File: config.mk
export PLATFORM = sky130hd
export DESIGN_NAME = dust_sensor_frame_parser_averager
export DESIGN_NICKNAME = d
export VERILOG_FILES = /design/src/design/dsfpa_pkg.sv /design/src/design/dsfpa_fifo.sv /design/src/design/dsfpa_parser.sv /design/src/design/dsfpa_averager.sv /design/src/design/dust_sensor_frame_parser_averager.sv
export SDC_FILE = /design/constraint.sdc
export NUM_CORES = 1
export LEC_CHECK = 0
export BUFFER_PORTS_ARGS = -buffer_cell sky130_fd_sc_hd__buf_2
export CORE_MARGIN = 3
export CORE_UTILIZATION = 54
export CTS_BUF_LIST = sky130_fd_sc_hd__clkbuf_4 sky130_fd_sc_hd__clkbuf_8
export CTS_CLUSTER_DIAMETER = 200
export CTS_CLUSTER_SIZE = 12
export DETAILED_ROUTE_END_ITERATION = 8
export GPL_TIMING_DRIVEN = 0
export PLACE_DENSITY = 0.75
export SYNTH_ARGS = -nofsm -noshare
export SYNTH_HDL_FRONTEND = slang
export SYNTH_HIERARCHICAL = 1
export SYNTH_SLANG_ARGS = --single-unit
File: constraint.sdc
create_clock -name clk -period 6.7 [get_ports clk]
set_input_delay 0.335 -clock clk [delete_from_list [all_inputs] [get_ports clk]]
set_output_delay 0.335 -clock clk [all_outputs]
set_load 0.1 [all_outputs]
File: src/design/dsfpa_pkg.sv
// shared types, constants and helpers for the dust sensor frame parser and averager
// no dependencies; imported by the parser, averager and top modules

package dsfpa_pkg;

    localparam int AVG_COUNT_DEF = 8;
    localparam int MAX_FRAME_DEF = 32;

    localparam int BYTE_W    = 8;
    localparam int WORD_W    = 16;
    localparam int POS_W     = 6;
    localparam int SUM_W     = 22;
    localparam int CLASS_W   = 2;
    localparam int CFG_IDX_W = 3;

    localparam int MID_DEPTH = 4;
    localparam int OUT_DEPTH = 2;

    localparam logic [BYTE_W-1:0] HDR_FIRST  = 8'h42;
    localparam logic [BYTE_W-1:0] HDR_SECOND = 8'h4D;

    localparam int FRAME_OVERHEAD = 4;
    localparam int POS_LEN_END    = 4;
    localparam int POS_FINE_END   = 8;
    localparam int POS_COARSE_END = 10;

    localparam logic [WORD_W-1:0] FINE_GOOD_RST     = 16'd15;
    localparam logic [WORD_W-1:0] FINE_NORMAL_RST   = 16'd35;
    localparam logic [WORD_W-1:0] FINE_BAD_RST      = 16'd75;
    localparam logic [WORD_W-1:0] COARSE_GOOD_RST   = 16'd30;
    localparam logic [WORD_W-1:0] COARSE_NORMAL_RST = 16'd80;
    localparam logic [WORD_W-1:0] COARSE_BAD_RST    = 16'd150;

    typedef enum logic [CFG_IDX_W-1:0] {
        CFG_FINE_GOOD,
        CFG_FINE_NORMAL,
        CFG_FINE_BAD,
        CFG_COARSE_GOOD,
        CFG_COARSE_NORMAL,
        CFG_COARSE_BAD
    } cfg_idx_t;

    typedef enum logic [CLASS_W-1:0] {
        AQ_GOOD,
        AQ_NORMAL,
        AQ_BAD,
        AQ_VERY_BAD
    } aq_class_t;

    typedef struct packed {
        logic                 valid;
        logic [CFG_IDX_W-1:0] index;
        logic [WORD_W-1:0]    data;
    } cfg_wr_t;

    typedef struct packed {
        logic [WORD_W-1:0] fine_good;
        logic [WORD_W-1:0] fine_normal;
        logic [WORD_W-1:0] fine_bad;
        logic [WORD_W-1:0] coarse_good;
        logic [WORD_W-1:0] coarse_normal;
        logic [WORD_W-1:0] coarse_bad;
    } limits_t;

    typedef struct packed {
        logic              good;
        logic [WORD_W-1:0] fine;
        logic [WORD_W-1:0] coarse;
    } frame_evt_t;

    typedef struct packed {
        logic              good;
        logic [WORD_W-1:0] fine;
        logic [WORD_W-1:0] coarse;
        logic              avg_ready;
        logic [WORD_W-1:0] avg_fine;
        logic [WORD_W-1:0] avg_coarse;
        aq_class_t         fine_class;
        aq_class_t         coarse_class;
    } result_t;

    function automatic aq_class_t classify(
        input logic [WORD_W-1:0] v,
        input logic [WORD_W-1:0] lim_good,
        input logic [WORD_W-1:0] lim_normal,
        input logic [WORD_W-1:0] lim_bad
    );
        aq_class_t c;
        if (v <= lim_good)
        begin
            c = AQ_GOOD;
        end
        else if (v <= lim_normal)
        begin
            c = AQ_NORMAL;
        end
        else if (v <= lim_bad)
        begin
            c = AQ_BAD;
        end
        else
        begin
            c = AQ_VERY_BAD;
        end
        return c;
    endfunction

endpackage

File: src/design/dsfpa_fifo.sv
// small first-in first-out queue of generic items
// depends on nothing; used between parser and averager and at the result side

module dsfpa_fifo #(
    parameter type item_t = logic,
    parameter int  DEPTH  = 2
) (
    input  logic  clk,
    input  logic  rst_n,
    input  logic  wr_en,
    input  item_t wr_data,
    output logic  full,
    input  logic  rd_en,
    output item_t rd_data,
    output logic  empty
);

    localparam int PTR_W = (DEPTH > 1) ? $clog2(DEPTH) : 1;
    localparam int CNT_W = $clog2(DEPTH + 1);

    item_t              mem_reg [DEPTH];
    logic [PTR_W-1:0]   wr_ptr_reg, wr_ptr_next;
    logic [PTR_W-1:0]   rd_ptr_reg, rd_ptr_next;
    logic [CNT_W-1:0]   count_reg, count_next;
    logic               do_wr, do_rd;

    assign full    = (count_reg == CNT_W'(DEPTH));
    assign empty   = (count_reg == '0);
    assign do_wr   = wr_en && !full;
    assign do_rd   = rd_en && !empty;
    assign rd_data = mem_reg[rd_ptr_reg];

    always_comb
    begin
        wr_ptr_next = wr_ptr_reg;
        rd_ptr_next = rd_ptr_reg;
        count_next  = count_reg;
        if (do_wr)
        begin
            wr_ptr_next = (wr_ptr_reg == PTR_W'(DEPTH - 1)) ? '0 : wr_ptr_reg + 1'b1;
        end
        if (do_rd)
        begin
            rd_ptr_next = (rd_ptr_reg == PTR_W'(DEPTH - 1)) ? '0 : rd_ptr_reg + 1'b1;
        end
        if (do_wr && !do_rd)
        begin
            count_next = count_reg + 1'b1;
        end
        else if (do_rd && !do_wr)
        begin
            count_next = count_reg - 1'b1;
        end
    end

    always_ff @(posedge clk or negedge rst_n)
    begin
        if (!rst_n)
        begin
            wr_ptr_reg <= '0;
            rd_ptr_reg <= '0;
            count_reg  <= '0;
        end
        else
        begin
            wr_ptr_reg <= wr_ptr_next;
            rd_ptr_reg <= rd_ptr_next;
            count_reg  <= count_next;
        end
    end

    always_ff @(posedge clk)
    begin
        if (do_wr)
        begin
            mem_reg[wr_ptr_reg] <= wr_data;
        end
    end

endmodule

File: src/design/dsfpa_parser.sv
// front part: byte-wise header hunt, length check, checksum and word capture
// depends on dsfpa_pkg; emits one frame request per finished or rejected frame

module dsfpa_parser
    import dsfpa_pkg::*;
#(
    parameter int MAX_FRAME = MAX_FRAME_DEF
) (
    input  logic              clk,
    input  logic              rst_n,
    input  logic              in_valid,
    input  logic [BYTE_W-1:0] rx_byte,
    output logic              evt_valid,
    output frame_evt_t        evt
);

    logic                in_body_reg, in_body_next;
    logic [POS_W-1:0]    pos_reg, pos_next;
    logic [POS_W-1:0]    total_reg, total_next;
    logic [WORD_W-1:0]   sum_reg, sum_next;
    logic [BYTE_W-1:0]   prev_reg, prev_next;
    logic [WORD_W-1:0]   fine_reg, fine_next;
    logic [WORD_W-1:0]   coarse_reg, coarse_next;

    logic [WORD_W-1:0]   word;
    logic [POS_W-1:0]    pos_inc;
    logic [POS_W-1:0]    total_fresh;
    logic [POS_W-1:0]    total_eff;
    logic                len_over;
    logic                end_hit;

    assign word        = {prev_reg, rx_byte};
    assign pos_inc     = pos_reg + 1'b1;
    assign total_fresh = word[POS_W-1:0] + POS_W'(FRAME_OVERHEAD);
    assign len_over    = (pos_inc == POS_W'(POS_LEN_END))
                         && (word > WORD_W'(MAX_FRAME - FRAME_OVERHEAD));
    assign total_eff   = (pos_inc == POS_W'(POS_LEN_END)) ? total_fresh : total_reg;
    assign end_hit     = (pos_inc >= POS_W'(POS_LEN_END)) && (pos_inc >= total_eff);

    always_comb
    begin
        in_body_next = in_body_reg;
        pos_next     = pos_reg;
        total_next   = total_reg;
        sum_next     = sum_reg;
        prev_next    = prev_reg;
        fine_next    = fine_reg;
        coarse_next  = coarse_reg;
        evt_valid    = 1'b0;
        evt          = '0;
        if (in_valid)
        begin
            prev_next = rx_byte;
            if (!in_body_reg)
            begin
                if (rx_byte == HDR_FIRST && (pos_reg == POS_W'(0) || pos_reg == POS_W'(1)))
                begin
                    pos_next    = POS_W'(1);
                    sum_next    = WORD_W'(HDR_FIRST);
                    fine_next   = '0;
                    coarse_next = '0;
                end
                else if (rx_byte == HDR_SECOND && pos_reg == POS_W'(1))
                begin
                    pos_next     = POS_W'(2);
                    sum_next     = sum_reg + WORD_W'(HDR_SECOND);
                    in_body_next = 1'b1;
                end
                else
                begin
                    pos_next = '0;
                end
            end
            else
            begin
                sum_next = sum_reg + WORD_W'(rx_byte);
                pos_next = pos_inc;
                if (pos_inc == POS_W'(POS_LEN_END) && !len_over)
                begin
                    total_next = total_fresh;
                end
                if (pos_inc == POS_W'(POS_FINE_END))
                begin
                    fine_next = word;
                end
                if (pos_inc == POS_W'(POS_COARSE_END))
                begin
                    coarse_next = word;
                end
                if (len_over)
                begin
                    evt_valid    = 1'b1;
                    evt.good     = 1'b0;
                    evt.fine     = fine_reg;
                    evt.coarse   = coarse_reg;
                    in_body_next = 1'b0;
                    pos_next     = '0;
                end
                else if (end_hit)
                begin
                    // checksum covers every byte before the trailing two
                    evt_valid    = 1'b1;
                    evt.good     = ((sum_reg - WORD_W'(prev_reg)) == word);
                    evt.fine     = fine_next;
                    evt.coarse   = coarse_next;
                    in_body_next = 1'b0;
                    pos_next     = '0;
                end
            end
        end
    end

    always_ff @(posedge clk or negedge rst_n)
    begin
        if (!rst_n)
        begin
            in_body_reg <= 1'b0;
            pos_reg     <= '0;
            total_reg   <= '0;
            sum_reg     <= '0;
            prev_reg    <= '0;
            fine_reg    <= '0;
            coarse_reg  <= '0;
        end
        else
        begin
            in_body_reg <= in_body_next;
            pos_reg     <= pos_next;
            total_reg   <= total_next;
            sum_reg     <= sum_next;
            prev_reg    <= prev_next;
            fine_reg    <= fine_next;
            coarse_reg  <= coarse_next;
        end
    end

endmodule

File: src/design/dsfpa_averager.sv
// back part: batch accumulation, constant division by reciprocal and classing
// depends on dsfpa_pkg; holds the limit registers written through the config port

module dsfpa_averager
    import dsfpa_pkg::*;
#(
    parameter int AVG_COUNT = AVG_COUNT_DEF
) (
    input  logic       clk,
    input  logic       rst_n,
    input  cfg_wr_t    cfg,
    input  logic       evt_empty,
    output logic       evt_pop,
    input  frame_evt_t evt,
    input  logic       res_full,
    output logic       res_push,
    output result_t    res
);

    localparam int RECIP_W = SUM_W + 1;
    localparam int PROD_W  = SUM_W + RECIP_W;
    localparam int CNT_W   = $clog2(AVG_COUNT + 1);
    localparam logic [RECIP_W-1:0] RECIP = RECIP_W'((longint'(1) << SUM_W) / AVG_COUNT);
    localparam logic [SUM_W-1:0]   AVG_N = SUM_W'(AVG_COUNT);

    typedef enum logic [1:0] {
        ST_IDLE,
        ST_MUL,
        ST_FIX,
        ST_CLASS
    } state_t;

    state_t              state_reg, state_next;
    limits_t             limits_reg, limits_next;
    logic [SUM_W-1:0]    sum_f_reg, sum_f_next;
    logic [SUM_W-1:0]    sum_c_reg, sum_c_next;
    logic [CNT_W-1:0]    cnt_reg, cnt_next;
    logic [SUM_W-1:0]    div_f_reg, div_f_next;
    logic [SUM_W-1:0]    div_c_reg, div_c_next;
    logic [WORD_W-1:0]   avg_f_reg, avg_f_next;
    logic [WORD_W-1:0]   avg_c_reg, avg_c_next;
    logic [WORD_W-1:0]   frm_f_reg, frm_f_next;
    logic [WORD_W-1:0]   frm_c_reg, frm_c_next;

    logic [SUM_W-1:0]    sum_f_add, sum_c_add;
    logic [CNT_W-1:0]    cnt_add;
    logic [PROD_W-1:0]   prod_f, prod_c;
    logic [SUM_W-1:0]    rem_f, rem_c;

    assign sum_f_add = sum_f_reg + SUM_W'(evt.fine);
    assign sum_c_add = sum_c_reg + SUM_W'(evt.coarse);
    assign cnt_add   = cnt_reg + 1'b1;
    assign prod_f    = PROD_W'(div_f_reg) * PROD_W'(RECIP);
    assign prod_c    = PROD_W'(div_c_reg) * PROD_W'(RECIP);
    assign rem_f     = div_f_reg - SUM_W'(avg_f_reg) * AVG_N;
    assign rem_c     = div_c_reg - SUM_W'(avg_c_reg) * AVG_N;

    always_comb
    begin
        state_next  = state_reg;
        limits_next = limits_reg;
        sum_f_next  = sum_f_reg;
        sum_c_next  = sum_c_reg;
        cnt_next    = cnt_reg;
        div_f_next  = div_f_reg;
        div_c_next  = div_c_reg;
        avg_f_next  = avg_f_reg;
        avg_c_next  = avg_c_reg;
        frm_f_next  = frm_f_reg;
        frm_c_next  = frm_c_reg;
        evt_pop     = 1'b0;
        res_push    = 1'b0;
        res         = '0;

        if (cfg.valid)
        begin
            case (cfg_idx_t'(cfg.index))
                CFG_FINE_GOOD:     limits_next.fine_good     = cfg.data;
                CFG_FINE_NORMAL:   limits_next.fine_normal   = cfg.data;
                CFG_FINE_BAD:      limits_next.fine_bad      = cfg.data;
                CFG_COARSE_GOOD:   limits_next.coarse_good   = cfg.data;
                CFG_COARSE_NORMAL: limits_next.coarse_normal = cfg.data;
                CFG_COARSE_BAD:    limits_next.coarse_bad    = cfg.data;
                default:           limits_next = limits_reg;
            endcase
        end

        case (state_reg)
            ST_IDLE:
            begin
                if (!evt_empty && !res_full)
                begin
                    evt_pop = 1'b1;
                    if (!evt.good)
                    begin
                        res_push   = 1'b1;
                        res.fine   = evt.fine;
                        res.coarse = evt.coarse;
                    end
                    else if (cnt_add == CNT_W'(AVG_COUNT))
                    begin
                        div_f_next = sum_f_add;
                        div_c_next = sum_c_add;
                        frm_f_next = evt.fine;
                        frm_c_next = evt.coarse;
                        sum_f_next = '0;
                        sum_c_next = '0;
                        cnt_next   = '0;
                        state_next = ST_MUL;
                    end
                    else
                    begin
                        sum_f_next = sum_f_add;
                        sum_c_next = sum_c_add;
                        cnt_next   = cnt_add;
                        res_push   = 1'b1;
                        res.good   = 1'b1;
                        res.fine   = evt.fine;
                        res.coarse = evt.coarse;
                    end
                end
            end
            ST_MUL:
            begin
                // quotient estimate, low by at most one
                avg_f_next = prod_f[SUM_W +: WORD_W];
                avg_c_next = prod_c[SUM_W +: WORD_W];
                state_next = ST_FIX;
            end
            ST_FIX:
            begin
                if (rem_f >= AVG_N)
                begin
                    avg_f_next = avg_f_reg + 1'b1;
                end
                if (rem_c >= AVG_N)
                begin
                    avg_c_next = avg_c_reg + 1'b1;
                end
                state_next = ST_CLASS;
            end
            ST_CLASS:
            begin
                if (!res_full)
                begin
                    res_push         = 1'b1;
                    res.good         = 1'b1;
                    res.fine         = frm_f_reg;
                    res.coarse       = frm_c_reg;
                    res.avg_ready    = 1'b1;
                    res.avg_fine     = avg_f_reg;
                    res.avg_coarse   = avg_c_reg;
                    res.fine_class   = classify(avg_f_reg, limits_reg.fine_good,
                                                limits_reg.fine_normal, limits_reg.fine_bad);
                    res.coarse_class = classify(avg_c_reg, limits_reg.coarse_good,
                                                limits_reg.coarse_normal,
                                                limits_reg.coarse_bad);
                    state_next       = ST_IDLE;
                end
            end
            default:
            begin
                state_next = ST_IDLE;
            end
        endcase
    end

    always_ff @(posedge clk or negedge rst_n)
    begin
        if (!rst_n)
        begin
            state_reg                <= ST_IDLE;
            limits_reg.fine_good     <= FINE_GOOD_RST;
            limits_reg.fine_normal   <= FINE_NORMAL_RST;
            limits_reg.fine_bad      <= FINE_BAD_RST;
            limits_reg.coarse_good   <= COARSE_GOOD_RST;
            limits_reg.coarse_normal <= COARSE_NORMAL_RST;
            limits_reg.coarse_bad    <= COARSE_BAD_RST;
            sum_f_reg                <= '0;
            sum_c_reg                <= '0;
            cnt_reg                  <= '0;
            div_f_reg                <= '0;
            div_c_reg                <= '0;
            avg_f_reg                <= '0;
            avg_c_reg                <= '0;
            frm_f_reg                <= '0;
            frm_c_reg                <= '0;
        end
        else
        begin
            state_reg  <= state_next;
            limits_reg <= limits_next;
            sum_f_reg  <= sum_f_next;
            sum_c_reg  <= sum_c_next;
            cnt_reg    <= cnt_next;
            div_f_reg  <= div_f_next;
            div_c_reg  <= div_c_next;
            avg_f_reg  <= avg_f_next;
            avg_c_reg  <= avg_c_next;
            frm_f_reg  <= frm_f_next;
            frm_c_reg  <= frm_c_next;
        end
    end

`ifndef ASSERT_OFF
    a_cnt_below_batch: assert property (@(posedge clk) disable iff (!rst_n)
        cnt_reg < CNT_W'(AVG_COUNT))
        else $error("good frame count reached batch size without flush");

    a_sums_clear_on_empty_batch: assert property (@(posedge clk) disable iff (!rst_n)
        (cnt_reg == '0) |-> (sum_f_reg == '0 && sum_c_reg == '0))
        else $error("batch sums not cleared with count");

    a_estimate_within_one: assert property (@(posedge clk) disable iff (!rst_n)
        (state_reg == ST_FIX) |-> (rem_f < (AVG_N << 1) && rem_c < (AVG_N << 1)))
        else $error("reciprocal quotient off by more than one");

    a_average_only_on_good: assert property (@(posedge clk) disable iff (!rst_n)
        (res_push && res.avg_ready) |-> (res.good && state_reg == ST_CLASS))
        else $error("average request without a good frame");
`endif

endmodule

File: src/design/dust_sensor_frame_parser_averager.sv
// path: a frame request goes from the frame queue through the averager into the result queue;
// one that closes an averaging batch first runs through the multiply, correct and class states
// throughput: one byte per cycle while full is low; full rises only when the four-entry frame queue backs up
// reset: asynchronous active-low; parser hunts for a header, batch is empty, limits at defaults
// depends on dsfpa_pkg, dsfpa_fifo, dsfpa_parser, dsfpa_averager

module dust_sensor_frame_parser_averager
    import dsfpa_pkg::*;
#(
    parameter int AVG_COUNT = AVG_COUNT_DEF,
    parameter int MAX_FRAME = MAX_FRAME_DEF
) (
    input  logic                 clk,
    input  logic                 rst_n,
    input  logic                 push,
    output logic                 full,
    input  logic [BYTE_W-1:0]    rx_byte,
    output logic                 empty,
    input  logic                 pop,
    output logic                 frame_good,
    output logic [WORD_W-1:0]    frame_fine,
    output logic [WORD_W-1:0]    frame_coarse,
    output logic                 average_ready,
    output logic [WORD_W-1:0]    average_fine,
    output logic [WORD_W-1:0]    average_coarse,
    output logic [CLASS_W-1:0]   fine_class,
    output logic [CLASS_W-1:0]   coarse_class,
    input  logic                 cfg_valid,
    output logic                 cfg_ready,
    input  logic [CFG_IDX_W-1:0] cfg_index,
    input  logic [WORD_W-1:0]    cfg_data
);

    logic       byte_take;
    logic       evt_valid;
    frame_evt_t evt_in;
    frame_evt_t evt_out;
    logic       evt_empty;
    logic       evt_pop;
    logic       res_push;
    logic       res_full;
    result_t    res_in;
    result_t    res_out;
    cfg_wr_t    cfg;

    assign byte_take = push && !full;
    assign cfg_ready = 1'b1;
    assign cfg.valid = cfg_valid;
    assign cfg.index = cfg_index;
    assign cfg.data  = cfg_data;

    dsfpa_parser #(
        .MAX_FRAME (MAX_FRAME)
    ) u_parser (
        .clk       (clk),
        .rst_n     (rst_n),
        .in_valid  (byte_take),
        .rx_byte   (rx_byte),
        .evt_valid (evt_valid),
        .evt       (evt_in)
    );

    dsfpa_fifo #(
        .item_t (frame_evt_t),
        .DEPTH  (MID_DEPTH)
    ) u_evt_q (
        .clk     (clk),
        .rst_n   (rst_n),
        .wr_en   (evt_valid),
        .wr_data (evt_in),
        .full    (full),
        .rd_en   (evt_pop),
        .rd_data (evt_out),
        .empty   (evt_empty)
    );

    dsfpa_averager #(
        .AVG_COUNT (AVG_COUNT)
    ) u_averager (
        .clk       (clk),
        .rst_n     (rst_n),
        .cfg       (cfg),
        .evt_empty (evt_empty),
        .evt_pop   (evt_pop),
        .evt       (evt_out),
        .res_full  (res_full),
        .res_push  (res_push),
        .res       (res_in)
    );

    dsfpa_fifo #(
        .item_t (result_t),
        .DEPTH  (OUT_DEPTH)
    ) u_res_q (
        .clk     (clk),
        .rst_n   (rst_n),
        .wr_en   (res_push),
        .wr_data (res_in),
        .full    (res_full),
        .rd_en   (pop),
        .rd_data (res_out),
        .empty   (empty)
    );

    assign frame_good     = res_out.good;
    assign frame_fine     = res_out.fine;
    assign frame_coarse   = res_out.coarse;
    assign average_ready  = res_out.avg_ready;
    assign average_fine   = res_out.avg_fine;
    assign average_coarse = res_out.avg_coarse;
    assign fine_class     = res_out.fine_class;
    assign coarse_class   = res_out.coarse_class;

endmodule
# Yosys cells after proc, flatten, opt, wreduce, memory -nomap -nowiden
# Memories as Yosys holds them, arrays and structs flattened.
# Cells that the tools add are included.
[op_classes]
add_sub_neg = 20
magnitude_cmp = 11
n_eq_ne = 26
muxes = 71
n_reduce_logical = 49
[op_table]
columns = ["op", "n"]
rows = [
  ["33-bit 2-to-1 mux", 6],
  ["16-bit 2-to-1 mux", 10],
  ["16-bit <= comparator", 6],
  ["70-bit 2-to-1 mux", 1],
  ["33-bit one-hot mux with 2 select lines", 1],
  ["16-bit one-hot mux with 2 select lines", 2],
  ["22-bit by 16-bit adder with 22-bit output", 2],
  ["22-bit by 4-bit >= comparator with 1-bit output, second input constant", 2],
  ["22-bit 2-to-1 mux", 2],
  ["22-bit by 19-bit subtractor with 22-bit output", 2],
  ["37-bit 2-to-1 mux", 1],
  ["16-bit by 1-bit adder with 16-bit output, second input constant", 2],
  ["32-bit 2-to-1 mux", 1],
  ["6-bit 2-to-1 mux", 5],
  ["2-bit 2-to-1 mux", 13],
  ["1-bit 2-to-1 mux", 24],
  ["2-bit AND reduction", 10],
  ["16-bit by 7-bit adder with 16-bit output, second input constant", 1],
  ["16-bit by 8-bit adder with 16-bit output", 1],
  ["16-bit equality test", 1],
  ["8-bit by 7-bit equality test with 1-bit output, second input constant", 2],
  ["16-bit by 5-bit greater-than comparator with 1-bit output, second input constant", 1],
  ["16-bit by 8-bit subtractor with 16-bit output", 1],
  ["1-bit logical AND", 15],
  ["34 further kinds", 65],
]
[totals]
ff_bits = 334
ramBits = 272
inputBits = 32
output_inout_bits = 73
word_cells = 208
mem_count = 2
[memory_table]
columns = ["memory", "words", "width", "read_ports", "rd_clocked_by_memory_dff", "write_ports", "line", "rtl"]
rows = [
  ["u_res_q.mem_reg", 2, 70, 1, 0, 1, "dsfpa_fifo.sv:21", "item_t mem_reg [DEPTH];"],
  ["u_evt_q.mem_reg", 4, 33, 1, 0, 1, "dsfpa_fifo.sv:21", ""],
]

# Logic depth before layout (Yosys ltp)
# Gate-level depths: netlist of the first run.
[depth]
ltp_word = 14
depth_mapped = 23

# Hierarchy
# Netlist of the first run, hierarchy kept.
[by_module_without_submodules]
columns = ["mod", "n_inst", "cells_each", "area_per_inst_um2"]
rows = [
  ["dsfpa_averager", 1, 1910, 17196.5],
  ["dsfpa_fifo (u_res_q)", 1, 237, 5599.1],
  ["dsfpa_fifo (u_evt_q)", 1, 210, 5228.8],
  ["dsfpa_parser", 1, 644, 5218.8],
  ["dust_sensor_frame_parser_averager", 1, 3, 25.0],
]

# Worst setup path after synthesis of the first run
# No wires, ideal clock.
[synth_timing]
path_kind = "register -> register"
startpoint = "register u_parser.pos_reg[0]"
endpoint = "memory u_evt_q/mem_reg[3][0] (netlist bit) (enable)"
setup_time_ns = 0.424
t_arrival_ns = 5.232
required_ns = 6.276
path_slack_ns = 1.044
stages_incl_launch_ff = 19
path_buffers = 3
synth_period_minus_slack_ns = 5.656
cell_sequence = "dfrtp_1 ha_1 nand2_1 and4_1 o311ai_0 clkbuf_1 mux2_2 ha_1 nand2b_1 a21o_1 a21oi_1 o21a_1 o22a_1 or2_2 clkbuf_1 clkbuf_1 inv_1 nand2_1 nor2_1"
[synth_between]
elab_chain_len = 12
elab_cells_between_ends = 14
classes_between = "add/sub (1); order compare (2); eq/ne (1); mux (7); reduce/logical (3)"
[synth_rtl]
columns = ["element", "line", "rtl"]
rows = [
  ["from (decl)", "dsfpa_parser.sv:18", "logic [POS_W-1:0] pos_reg, pos_next;"],
  ["from (signal assigned)", "dsfpa_parser.sv:128", "pos_reg <= pos_next;"],
  ["6-bit by 1-bit adder with 6-bit output *", "dsfpa_parser.sv:33", "assign pos_inc = pos_reg + 1'b1;"],
  ["6-bit by 3-bit equality test with 1-bit output", "dsfpa_parser.sv:35, dsfpa_parser.sv:37", ""],
  ["6-bit 2-to-1 mux", "dsfpa_parser.sv:37", "assign total_eff = (pos_inc == POS_W'(POS_LEN_END)) ? total_fresh : total_reg;"],
  ["6-bit >= comparator", "dsfpa_parser.sv:38", "assign end_hit = (pos_inc >= POS_W'(POS_LEN_END)) && (pos_inc >= total_eff);"],
  ["1-bit logical AND", "dsfpa_parser.sv:38", ""],
  ["1-bit 2-to-1 mux", "dsfpa_parser.sv:99", "else if (end_hit)"],
  ["1-bit 2-to-1 mux *", "dsfpa_parser.sv:90", "if (len_over)"],
  ["1-bit 2-to-1 mux *", "dsfpa_parser.sv:54", "if (!in_body_reg)"],
  ["1-bit 2-to-1 mux *", "dsfpa_parser.sv:51", "if (in_valid)"],
  ["net evt_valid", "dust_sensor_frame_parser_averager.sv:35", "logic evt_valid;"],
  ["1-bit logical AND *", "dsfpa_fifo.sv:29", "assign do_wr = wr_en && !full;"],
  ["1-bit 2-to-1 mux *", "dsfpa_fifo.sv:74", "if (do_wr)"],
  ["1-bit 2-to-1 mux (implied by the code) *", "dsfpa_fifo.sv:76", "mem_reg[wr_ptr_reg] <= wr_data;"],
  ["to (decl)", "dsfpa_fifo.sv:21", ""],
]
# Mark *: on every way through the listed nets, which the timed path passes. The rest lies on a longest branch.

# Final worst setup path of the first run
[layout_timing]
startpoint = "register u_parser.pos_reg[0]"
endpoint = "register u_evt_q.count_reg[1]"
[layout_between]
elab_cells_between_ends = 17
classes_between = "add/sub (1); order compare (2); eq/ne (1); mux (6); reduce/logical (7)"
[layout_lines]
columns = ["element", "line", "rtl"]
rows = [
  ["6-bit by 1-bit adder with 6-bit output *", "dsfpa_parser.sv:33", ""],
  ["6-bit by 3-bit equality test with 1-bit output", "dsfpa_parser.sv:35, dsfpa_parser.sv:37", ""],
  ["6-bit 2-to-1 mux", "dsfpa_parser.sv:37", ""],
  ["6-bit >= comparator", "dsfpa_parser.sv:38", ""],
  ["1-bit logical AND", "dsfpa_parser.sv:38", ""],
  ["1-bit 2-to-1 mux", "dsfpa_parser.sv:99", ""],
  ["1-bit 2-to-1 mux *", "dsfpa_parser.sv:90", ""],
  ["1-bit 2-to-1 mux *", "dsfpa_parser.sv:54", ""],
  ["1-bit 2-to-1 mux *", "dsfpa_parser.sv:51", ""],
  ["net evt_valid", "dust_sensor_frame_parser_averager.sv:35", ""],
  ["1-bit logical AND *", "dsfpa_fifo.sv:29", ""],
  ["net u_evt_q.do_wr", "dsfpa_fifo.sv:25", "logic do_wr, do_rd;"],
  ["1-bit logical AND *", "dsfpa_fifo.sv:46", "if (do_wr && !do_rd)"],
  ["3-bit 2-to-1 mux *", "dsfpa_fifo.sv:46", ""],
  ["net u_evt_q.count_next[1]", "dsfpa_fifo.sv:24", "logic [CNT_W-1:0] count_reg, count_next;"],
  ["to (signal assigned)", "dsfpa_fifo.sv:68", "count_reg <= count_next;"],
  ["to (decl)", "dsfpa_fifo.sv:24", ""],
]
# Marks and branches as above.
# A chain may end at the register's enable or synchronous reset.

==> results.json, run 1 <==
{
  "outcome": "complete, no violations",
  "crit_type": "flip-flop to flip-flop",
  "cts_resized": 0,
  "clock_skew_ns": 0.0530,
  "tightest_slew_ns": 1.23,
  "required_ns": 7.27,
  "hold_violations": 0,
  "seq_power_share_pct": 28.8,
  "seq_area_frac_synth_pct": 49.3,
  "ys_ff_latch": 600,
  "vias": 24781,
  "r2r-end": "u_evt_q/count_reg[1]",
  "p_leak_nw": 14.9,
  "postCtsHoldBufs": 13,
  "io_buffers": 103,
  "vdd_drop_max_mv": 0.309,
  "place.gp.congestion": 0.923,
  "crit_buf_inv": 5,
  "fin_crit_ns": 6.02,
  "synth_flop_cell": "dfrtp_1",
  "rrSetupSlack_ns": 0.68,
  "antenna_found_initial": 1,
  "synth_edf_count": 272,
  "cts_inserted_buffers": 55,
  "reg2reg_depth": 21,
  "grt_pass1_vias": 24272,
  "yosysWarnings": 6,
  "reg2reg_from": "u_parser/pos_reg[0]",
  "maxCapViolations": 0,
  "netlist_area_um2": 33300,
  "synth_cell_types": 103,
  "synthArstFlopShare_pct": 54.7,
  "coreArea_um2": 60700,
  "drt-total-wl_um": 86600,
  "hold_class": "input port to flip-flop",
  "min_path_cells": 3,
  "netlist_top_cells_area": "edfxtp_1 25%, dfrtp_1 23%, ha_1 7.6%, o21ai_0 3.5%, mux2_2 3.4%",
  "synth_nets": 3246,
  "drt-initial-drc-count": 2407,
  "clkSlewWorstSetupHoldPaths_ns": 0.09,
  "largest_register_ffs": 140,
  "die_w_um": 254,
  "final.setup.worst_slack_ns": 0.682,
  "p_per_area_nw_per_um2": 530,
  "fmax_ghz": 0.166,
  "max_stage_delay_ns": 0.58,
  "vias_per_cell": 6.18,
  "clock_tree.root_cell": "clkbuf_8",
  "p_comb_share_pct": 59.5,
  "power_frac_clock_pct": 11.7,
  "grt_setup_unrepaired": "no",
  "worstPathMaxFanout": 12,
  "grt_max_degree": 120,
  "dieArea_um2": 64600,
  "final_max_slew_viol_count": 0,
  "cts_tree": "done",
  "slowest_stage": "dfrtp_1",
  "synth_area_leader_cell": "edfxtp_1",
  "area_delta_synth_final_pct": 8.83,
  "dp_hpwl_um": 63500,
  "min_to": "u_averager/limits_reg[25]",
  "dr.pass1.iters": 6,
  "internal_power_w": 0.00985,
  "htree_levels": 2,
  "p_sw_share_pct": 48.7,
  "routedWlPerCell_um": 21.6,
  "row_count": 90,
  "grtUsageTotal_pct": 26.5,
  "overflow": 0,
  "cp_cell_sequence": "ha_1, nand2_1, and4_1, o311ai_0, clkbuf_1, mux2_2, ha_1, nand2b_1, a21o_1, a21oi_1, o21a_1, o22a_1, or2_2, clkbuf_1, clkbuf_1, inv_1, nor2b_4, ha_1, inv_1, fa_1, mux2_1",
  "grt_pass1_wl_um": 134000,
  "ant_nets": 0,
  "crit_path_start_kind": "flip-flop",
  "io_pins": 105,
  "critPathCaptureType": "flip-flop",
  "crit_cells": 21,
  "postSynthAreaPerCell_um2": 11.1,
  "hold_start": "cfg_data[9]",
  "yosysTopAreaCellShare_pct": 24.6,
  "p_sw_w": 0.00934,
  "pre_cts_ws_ns": 0.696,
  "start_util_pct": 54.8,
  "drc": 0,
  "power_w": 0.0192,
  "die_y_um": 254,
  "slew_headroom_pct": 18.0,
  "postCtsSetupBuffers": 0,
  "finalNetCount": 3426,
  "clock_path_buffers": 3,
  "fin_crit_sh_pct": 89.8,
  "clock_sinks": 600,
  "setup_viol": 0,
  "syn_inst": 3004,
  "insertion_delay_ns": 0.70,
  "arrival_ns": 6.59,
  "drive_gt1_share_pct": 16.1,
  "crit_family": "buffers and inverters"
}
==> layer usage <==
metal / vias up / share of wire, % / wire [µm] / global-route usage (%)
met2: 1011 / 48 / 41700 / 44.1
met1: 12219 / 42 / 36400 / 36.1
li1: 11367 / - / - / -
met3: 184 / 6.5 / 5660 / 3.79
met5: - / 0 / 0 / 0
met4: 0 / 3.3 / 2840 / 8.85
==> power by group through the flow <==
| stage | Sequential, W | Combinational (W) | Clock [W] |
|---|---|---|---|
| finish | 0.00553 | 0.0114 | 0.00225 |
| global route | 0.00561 | 0.0123 | 0.00247 |
| CTS | 0.00551 | 0.0112 | 0.00231 |
| global placement | 0.00557 | 0.0108 | 0 |
| detailed placement | 0.00558 | 0.0112 | 0 |
| floorplan | 0.00532 | 0.00868 | 0 |
==> cell families after synthesis <==
kind of cell	count (synthesis)	synth area share [%]
compound gates	702	13.8
xor+xnor	88	2.32
fa+ha+maj	210	8.06
buf+inv	336	4.45
flops	600	49.3
mux	263	10.6
other cells	1	0.0113
simple gates	804	11.4
==> through the flow <==
stage / std cells / hold slack (ns) / setup TNS (ns) / util, % / instance area [µm²]
finish: 4011 / 0.0475 / 0 / 59.7 / 36200
global route: 4011 / 0.0268 / 0 / 59.7 / 36200
CTS: 4009 / 0.00341 / 0 / 59.6 / 36200
detailed placement: 3896 / 0.130 / 0 / 57.6 / 35000
global placement: 3889 / 0.466 / -431.36 / 57.3 / 34800
floorplan: 3004 / 0.0394 / 0 / - / 33300
==> Yosys cell counts (13+ instances only) <==
| master | number |
|---|---|
| a211oi_1 | 16 |
| a21o_1 | 40 |
| a21oi_1 | 108 |
| a22o_1 | 26 |
| a22oi_1 | 35 |
| a31oi_1 | 21 |
| a41oi_1 | 20 |
| and2_1 | 15 |
| and3_1 | 28 |
| buf_2 | 14 |
| clkbuf_1 | 110 |
| dfrtp_1 | 307 |
| dfstp_2 | 21 |
| edfxtp_1 | 272 |
| ha_1 | 203 |
| inv_1 | 185 |
| mux2_2 | 99 |
| mux2_4 | 71 |
| mux2i_1 | 58 |
| mux4_2 | 33 |
| nand2_1 | 278 |
| nand2b_1 | 23 |
| nand3_1 | 71 |
| nand4_1 | 35 |
| nor2_1 | 204 |
| nor2b_1 | 26 |
| nor3_1 | 39 |
| nor4_1 | 15 |
| o2111ai_1 | 13 |
| o211ai_1 | 23 |
| o21a_1 | 33 |
| o21ai_0 | 232 |
| o22ai_1 | 22 |
| o31ai_1 | 17 |
| or2_2 | 15 |
| or3_1 | 17 |
| xnor2_1 | 53 |
| xor2_1 | 35 |
==> worst register-to-register path, stage by stage, from the launching register on <==
cell      delay (ns)
dfrtp_1         0.58
ha_1            0.31
nand2_1         0.14
and4_1          0.23
o311ai_0        0.43
clkbuf_1        0.44
mux2_2          0.40
ha_1            0.27
nand2b_1        0.14
a21o_1          0.17
a21oi_1         0.13
o21a_1          0.17
o22a_1          0.23
or2_2           0.14
clkbuf_1        0.36
clkbuf_1        0.47
inv_1           0.13
nor2b_4         0.18
ha_1            0.25
inv_1           0.07
fa_1            0.41
mux2_1          0.29
==> cells in the final DEF (no fill, tap or decap), drive strengths merged, types with 26 or more instances in the layout <==
master / n
dfrtp: 307
nand2: 278
edfxtp: 272
o21ai: 235
clkbuf: 208
nor2: 205
ha: 203
inv: 188
mux2: 172
buf: 149
a21oi: 108
nand3: 71
mux2i: 58
xnor2: 53
a21o: 40
nor3: 39
a22oi: 36
xor2: 35
nand4: 35
o21a: 33
mux4: 33
and3: 28
nor2b: 28
a22o: 26
==> how the worst max path moves through the flow <==
stage                    startpoint                      to  slack (ns)
5_1_grt         u_parser/pos_reg[0]    u_evt_q/count_reg[1]        0.14
6_report        u_parser/pos_reg[0]    u_evt_q/count_reg[1]        0.68
4_1_cts         u_parser/pos_reg[0]    u_evt_q/count_reg[1]        0.68
2_1_floorplan   u_parser/pos_reg[0]   u_evt_q/mem_reg[3][0]        1.04
3_5_place_dp    u_parser/pos_reg[0]    u_evt_q/count_reg[1]        0.70
3_3_place_gp   u_res_q/count_reg[0]  u_res_q/mem_reg[0][29]       -1.65
==> layout make-up <==
type / count / area, µm²
antenna: 2 / 5.00
buffer: 149 / 777
clock buffer: 98 / 1080
clock inverter: 2 / 25.0
fill: 4769 / 24500
inverter: 187 / 702
multi-input combinational: 2068 / 15400
sequential: 600 / 16400
tap: 782 / 978
timing repair buffer: 123 / 826
Note: power is estimated with default switching activity, not from simulation.
==> run 2, diff against run 1 <==
REMOVE_ABC_BUFFERS = 1   (was default)
==> run 2 against run 1 <==
  * Design area decreased by 0.91%
  * Count of clock-buffer cells in the layout increased by 2
  * Critical path depth decreased by 6
  * Wire length decreased by 8.3%
  * Sequential share of layout area increased by 0.43 points
  * Die area unchanged
==> results.json, run 2 (synthesis gave the netlist of run 1 again) <==
{
  "antenna_found_initial": 2,
  "insertion_delay_ns": 0.69,
  "dieArea_um2": 64600,
  "start_util_pct": 54.8,
  "largest_register_ffs": 140,
  "arrival_ns": 6.22,
  "clock_skew_ns": 0.0381,
  "clock_path_buffers": 3,
  "place.gp.congestion": 0.934,
  "die_w_um": 254,
  "ant_nets": 0,
  "clock_sinks": 600,
  "worstPathMaxFanout": 34,
  "fin_crit_ns": 5.91,
  "rrSetupSlack_ns": 0.79,
  "layout_common_cells": "304 x dfrtp_1, 276 x nand2_1, 272 x edfxtp_1",
  "vdd_drop_max_mv": 0.461,
  "cts_inserted_buffers": 55,
  "routedWlPerCell_um": 20.4,
  "p_per_area_nw_per_um2": 523,
  "dp_hpwl_um": 55800,
  "overflow": 0,
  "clock_tree.root_cell": "clkbuf_8",
  "fmax_ghz": 0.169,
  "grt_pass1_wl_um": 126000,
  "drt-initial-drc-count": 1992,
  "area_delta_synth_final_pct": 7.85,
  "critPathCaptureType": "flip-flop",
  "hold_start": "rx_byte[4]",
  "slew_headroom_pct": 14.0,
  "min_to": "u_parser/coarse_reg[4]",
  "crit_path_start_kind": "flip-flop",
  "io_pins": 105,
  "p_leak_nw": 14.8,
  "maxCapViolations": 0,
  "reg2reg_from": "u_parser/pos_reg[0]",
  "vias": 23887,
  "io_buffers": 103,
  "power_w": 0.0188,
  "fin_crit_sh_pct": 88.2,
  "setup_viol": 0,
  "hold_violations": 0,
  "final_max_slew_viol_count": 0,
  "min_path_cells": 3,
  "finalNetCount": 3298,
  "vias_per_cell": 6.15,
  "die_y_um": 254,
  "outcome": "complete, no violations",
  "grtUsageTotal_pct": 24.4,
  "final.setup.worst_slack_ns": 0.789,
  "postCtsSetupBuffers": 0,
  "crit_type": "flip-flop to flip-flop",
  "grt_pass1_vias": 23889,
  "drc": 0,
  "required_ns": 7.00,
  "grt_setup_unrepaired": "no",
  "dr.pass1.iters": 7,
  "row_count": 90,
  "drive_gt1_share_pct": 17.0,
  "tightest_slew_ns": 1.29,
  "r2r-end": "u_evt_q/mem_reg[2][11]",
  "cts_tree": "done",
  "cts_resized": 0,
  "coreArea_um2": 60700,
  "grt_max_degree": 116,
  "drt-total-wl_um": 79300,
  "clkSlewWorstSetupHoldPaths_ns": 0.09,
  "htree_levels": 2,
  "hold_class": "input port to flip-flop",
  "reg2reg_depth": 15,
  "pre_cts_ws_ns": 0.902,
  "layout_commonest_cell": "dfrtp_1"
}
## run 2: cell count changes in the layout (fill, tap and decap cells not counted), sizes merged
cell,change
buf,-23
clkbuf,-108
diode,-1
dlygate4sd3,+5
inv,+1
## run 2: layout make-up
class | instances | area (µm²)
clock buffer | 100 | 1090
timing repair buffer | 144 | 1150
inverter | 187 | 702
clock inverter | 3 | 28.8
tap | 782 | 978
antenna | 1 | 2.50
sequential | 600 | 16400
multi-input combinational | 2068 | 15500
fill | 4796 | 24800
## run 2: repair_timing
item	in CTS	in global routing
setup endpoints to repair	0	0
hold endpoints to repair	220	0
hold buffers	18	0
## run 2: per-stage QoR
step                      utilization [%]  cell area (µm²)  hold WS, ns  cells  setup TNS [ns]
after floorplan                         -            32500       0.0394   2855               0
after detailed placement             56.9            34500        0.258   3762               0
after global placement               56.0            34000        0.467   3740         -705.96
after global routing                 59.1            35900       0.0102   3885               0
final                                59.1            35900       0.0385   3885               0
after CTS                            59.0            35800     0.000498   3883               0
## run 2: power by group
part / internal, W / switching, W
registers: 0.00480 / 0.000929
logic: 0.00392 / 0.00686
clock network: 0.00102 / 0.00123
total: 0.00974 / 0.00902
## run 2: layer usage
| metal | vias to the layer above | share of wire (%) | track usage (%) |
|---|---|---|---|
| li1 | 11096 | - | - |
| met1 | 11883 | 42 | 31.8 |
| met2 | 753 | 49 | 42.2 |
| met3 | 153 | 5.5 | 3.40 |
| met4 | 2 | 3.0 | 7.98 |
| met5 | - | 0.016 | 0 |
## run 2: how the worst max path moves through the flow
stage	startpoint	end	slack, ns	depth (start not counted)
final	u_parser/pos_reg[0]	u_evt_q/mem_reg[2][11]	0.79	15
after global routing	u_parser/pos_reg[0]	u_evt_q/count_reg[1]	0.50	18
after CTS	u_parser/pos_reg[0]	u_evt_q/mem_reg[2][12]	0.85	15
after detailed placement	u_parser/pos_reg[0]	u_evt_q/mem_reg[2][4]	0.90	15
after global placement	u_evt_q/rd_ptr_reg[0]	u_res_q/mem_reg[0][2]	-3.30	7
after floorplan	u_evt_q/rd_ptr_reg[0]	u_res_q/mem_reg[0][0]	0.10	7
## run 2: worst max-delay path: stages (launching register included)
cell      delay [ns]
dfrtp_1         0.61
ha_1            0.31
nand2_1         0.14
and4_1          0.25
o311ai_2        0.85
mux2_2          0.42
ha_1            0.28
nand2b_1        0.10
a21o_1          0.12
a21oi_1         0.07
o21a_1          0.22
o22a_1          0.25
or2_2           0.60
inv_1           0.16
nor2b_4         0.27
and2_2          0.81
